File: src/clm_pkg.sv
// ----------------------------------------------------------------------------
// clm_pkg
// Shared types and constants for the queue load scoring block.
// ----------------------------------------------------------------------------
package clm_pkg;

    localparam int NUM_W   = 47;   // value * 25600 for a 32-bit value
    localparam int DEN_W   = 32;
    localparam int QUO_W   = 15;   // every quotient is below 25600
    localparam int SUM_W   = 17;   // four quotients summed
    localparam int DIV_LAT = QUO_W;

    // Reciprocal of three for sums below 2^17: floor(s * RECIP3 >> 18)
    localparam logic [17:0] RECIP3  = 18'd87382;
    localparam int          RECIP_SH = 18;

    // Register indexes on the configuration port
    localparam logic [1:0] REG_COUNT_LIMIT = 2'd0;
    localparam logic [1:0] REG_VOLUME_LIMIT = 2'd1;
    localparam logic [1:0] REG_AGE_LIMIT   = 2'd2;
    localparam logic [1:0] REG_IDLE_LIMIT  = 2'd3;

    // Factor lanes
    localparam int F_COUNT = 0;
    localparam int F_VOL   = 1;
    localparam int F_AGE   = 2;
    localparam int F_IDLE  = 3;

    typedef struct packed {
        logic       at_max;
        logic [3:0] counted;
    } t_flags;

endpackage

File: src/clm_divider.sv
// ----------------------------------------------------------------------------
// clm_divider
// Pipelined restoring divider, one quotient bit per stage.
// ----------------------------------------------------------------------------
module clm_divider (
    input  logic                       i_clk,
    input  logic                       i_en,
    input  logic [clm_pkg::NUM_W-1:0]  i_num,
    input  logic [clm_pkg::DEN_W-1:0]  i_den,
    output logic [clm_pkg::QUO_W-1:0]  o_quo
);

    localparam int NW = clm_pkg::NUM_W;
    localparam int DW = clm_pkg::DEN_W;
    localparam int QW = clm_pkg::QUO_W;

    logic [DW-1:0] w_rem [0:QW];
    logic [QW-1:0] w_low [0:QW];
    logic [QW-1:0] w_q   [0:QW];

    assign w_rem[0] = i_num[NW-1:QW];
    assign w_low[0] = i_num[QW-1:0];
    assign w_q[0]   = '0;

    for (genvar k = 0; k < QW; k++) begin : g_stage
        logic [DW:0]   n_shift;
        logic          n_fit;
        logic [DW-1:0] r_rem;
        logic [QW-1:0] r_low;
        logic [QW-1:0] r_q;

        always_comb begin
            n_shift = {w_rem[k], w_low[k][QW-1]};
            n_fit   = (n_shift >= {1'b0, i_den});
        end

        always_ff @(posedge i_clk) begin
            if (i_en) begin
                r_rem <= n_fit ? DW'(n_shift - {1'b0, i_den}) : n_shift[DW-1:0];
                r_low <= {w_low[k][QW-2:0], 1'b0};
                r_q   <= {w_q[k][QW-2:0], n_fit};
            end
        end

        assign w_rem[k+1] = r_rem;
        assign w_low[k+1] = r_low;
        assign w_q[k+1]   = r_q;
    end

    assign o_quo = w_q[QW];

endmodule

File: config.mk
export PLATFORM = sky130hd
export DESIGN_NAME = clm_divider
export DESIGN_NICKNAME = d
export VERILOG_FILES = /design/src/clm_pkg.sv /design/src/clm_divider.sv
export SDC_FILE = /design/constraint.sdc
export NUM_CORES = 2
export LEC_CHECK = 0
export BUFFER_PORTS_ARGS = -buffer_cell sky130_fd_sc_hd__buf_2
export CAP_MARGIN = 0
export CORE_MARGIN = 3
export CORE_UTILIZATION = 50
export DETAILED_ROUTE_END_ITERATION = 7
export PLACE_DENSITY = 0.66
export SLEW_MARGIN = 20
export SYNTH_ARGS = -nofsm -noshare
export SYNTH_HDL_FRONTEND = slang
export SYNTH_SLANG_ARGS = --single-unit
File: constraint.sdc
create_clock -name i_clk -period 5.4 [get_ports i_clk]
set_clock_uncertainty 0.05 [all_clocks]
set_input_delay 0.27 -clock i_clk [delete_from_list [all_inputs] [get_ports i_clk]]
set_output_delay 0.27 -clock i_clk [all_outputs]
set_load 0.05 [all_outputs]
==> results.yml <==
outcome:
  status: "complete, no violations"
routing:
  drc: 0
  postRouteAntennaNets: 0
  via_per_inst: 6.08
  drt_iter0_drc: 3135
  dr.pass1.iters: 6
  vias: 37700
  wirelength_mm: 138
  routedWlPerCell_um: 22.3
placement:
  numPortBuffers: 95
  dpl_cell_area_um2: 51000
  dp_hpwl_mm: 102
  pre_cts_ws_ps: 503
  globalplace.congestion: 0.943
cts:
  cts.repair.resized: 0
  clock_latency_ps: 660
  htree_levels: 3
  cts_buffer_depth: 3
  cts_setup_buffers: 0
  cts.sinks: 673
  cts_tree: "built"
  cts_made_buffers: 80
  cts-root-buf: "clkbuf_16"
  clkTransAtPathRegs_ps: 60
  hold_buffers: 46
floorplanning:
  dieWidth_um: 318
  start_util_pct: 50.8
  core-area_um2: 95900
  placementRows: 113
  ios: 96
  dieArea_um2: 101000
  die_y_um: 318
timing:
  max_slew.worst_pin.slew_ps: 1080
  finalCriticalPeriod_ps: 4330
  final_max_slew_viol_count: 0
  fin_setup_tns_ps: 0
  finalCritPeriodShare_pct: 80.1
  worst_slack_ps: 1070
  hold_violations: 0
  rsz0062_at_grt: "no"
  finalSetupViolations: 0
  slew_headroom_pct: 27.9
  fmax_ghz: 0.231
cells_and_area:
  layout_common_cells: "edfxtp_1 (673), ha_1 (480), a21oi_1 (422)"
  final_cell_area_um2: 54200
  nNetsFinal: 5452
  drive_gt1_share_pct: 12.4
  syn2layout_area_growth_pct: 11.2
  fin_util_pct: 56.5
  fillCellCount: 8276
  final_common_cell: "edfxtp_1"
yosys:
  synth.top_cell.area_share_pct: 41.5
  yosys-top-cells-area: "edfxtp_1 (41%), ha_1 (12%), mux2_2 (5.3%), xnor2_1 (4.4%), a21oi_1 (4.3%)"
  syn_area_per_cell_um2: 10.4
  synth_top_family_by_area: "compound AO/OA/AOI/OAI gates"
  ys_seq_area_share_pct: 41.5
  synth_top_area_cell: "edfxtp_1"
  syn-num-nets: 5281
  synth_seq_cells: 673
  postSynthCellCount: 4706
  synth_xor_area_share_pct: 6.79
  ys_types: 84
  synth_compound_gate_area_share_pct: 18.6
  yosys-mux-area-fraction_pct: 6.50
  async_flop_share_pct: 0
  syn_area_um2: 48700
  synth_edf_count: 673
  ys.flop_type: "edfxtp_1"
  yosys.area_share.simple_pct: 11.2
  yosys_warnings: 0
  synth_fa_ha_area_share_pct: 12.9
min_path:
  min_path_type: "input port to flip-flop"
critical_path:
  cpPeakStageDelay_ps: 770
  crit_type: "input port to flip-flop"
  critPathLaunchType: "input port"
  critPathRequiredTime_ps: 5750
  cp_num_buf_inv: 3
  end_kind: "flip-flop"
  cp.arrival_ps: 4670
  crit_chain: "buf_2 > inv_1 > ha_1 > a311oi_1 > nand2_1 > nor4_1 > o31ai_2 > a31oi_1 > o21ai_1 > a21oi_1 > o21a_1 > buf_4 > mux2_2"
  crit_family: "compound AO/OA/AOI/OAI gates"
  crit_fanout: 33
  crit_slowest_cell: "inv_1"
  reg2reg_slack_ps: 1090
grt:
  grt_max_degree: 133
  grt_pass1_wl_mm: 211
  grt-ovfl-total: 0
  grt_antenna_before_repair: 3
  track_usage_pct: 26.6
  grt_pass1_vias: 35900
power:
  power_density_nw_per_um2: 640
  fin_total_pwr_uw: 34700
  irDropWorstVdd_mv: 0.412
  leakage_uw: 0.0219
flow_run:
  maxCapViolCount: 0
kinds of logic (layout without fill, tap and decap cells):
family | Yosys count | after routing
compound gates | 1438 | 1438
simple gates | 1152 | 1152
flops | 673 | 673
mux | 275 | 275
xor+xnor | 378 | 378
buf+inv | 296 | 531
fa+ha+maj | 494 | 494
other cells | 0 | 1
routing by layer:
metal  wire length (um)  vias up  share of wire [%]  GRT usage [%]
li1                   -    18200                  -              -
met1              60300    18000                 44           35.9
met2              63000     1211                 46           43.0
met3               7610      304                5.5           3.23
met4               7370        0                5.3           12.2
met5                  0        -                  0              0
where the power goes:
group	internal [uW]	leakage (uW)	switching, uW
clock network	3430	0.00133	2300
logic	8390	0.0140	10400
registers	8820	0.00659	1370
total	20600	0.0219	14100
cell usage after synthesis (8+ instances only):
cell type and number:
mux2i_1 21, and2_1 20, a31oi_1 63, edfxtp_1 673, o21ai_1 14, xnor2_1 243
or2_2 10, o21bai_1 51, o31a_1 18, a31o_2 12, a21boi_0 12, nor2b_1 74
a21o_1 212, clkbuf_1 98, nor4_1 27, nor3_1 63, inv_1 156, nor2_1 237
ha_1 480, o21ai_0 349, nand4_1 73, and3_1 33, fa_1 14, o31ai_1 28
mux2_2 228, xor2_1 135, a2111o_1 8, buf_4 13, o21a_1 59, a221oi_1 10
nand2b_1 52, buf_2 26, a211o_1 8, nand3_1 118, a21oi_1 422, mux2_4 26
a211oi_1 46, nand2_1 390, and4_1 10, o211ai_1 23, or3_1 24
registers in the layout, indices dropped and copies added (netlist names):
signal,count
g_stage.r_rem,448
o_quo,15
g_stage.r_q,105
g_stage.r_low,105
layout make-up:
type	instances	area (um^2)	share of cell area, %
sequential	673	20200	37.3
inverter	156	586	1.08
timing repair buffer	229	1710	3.15
clock inverter	60	679	1.25
antenna	1	2.50	0.00462
tap	1265	1580	2.92
clock buffer	86	2090	3.85
multi-input combinational	3737	27300	50.5
path summary, 6_finish.rpt:
| path | from | end | cells past startpoint |
|---|---|---|---|
| worst max register to register | g_stage[7].r_rem[10]$_DFFE_PP_ | g_stage[8].r_rem[7]$_DFFE_PP_ | 12 |
| worst min-delay path | i_en | g_stage[5].r_rem[29]$_DFFE_PP_ | 1 |
| worst max-delay path | i_den[10] | g_stage[8].r_rem[7]$_DFFE_PP_ | 13 |
| worst min register to register | g_stage[6].r_q[3]$_DFFE_PP_ | g_stage[7].r_q[4]$_DFFE_PP_ | 0 |
stage by stage:
stage	instances	hold slack, ps
after floorplan	4706	319
after global placement	6014	350
after detailed placement	6014	355
after CTS	6206	130
after global routing	6206	140
final	6207	133
(Power assumes the default switching activity.)
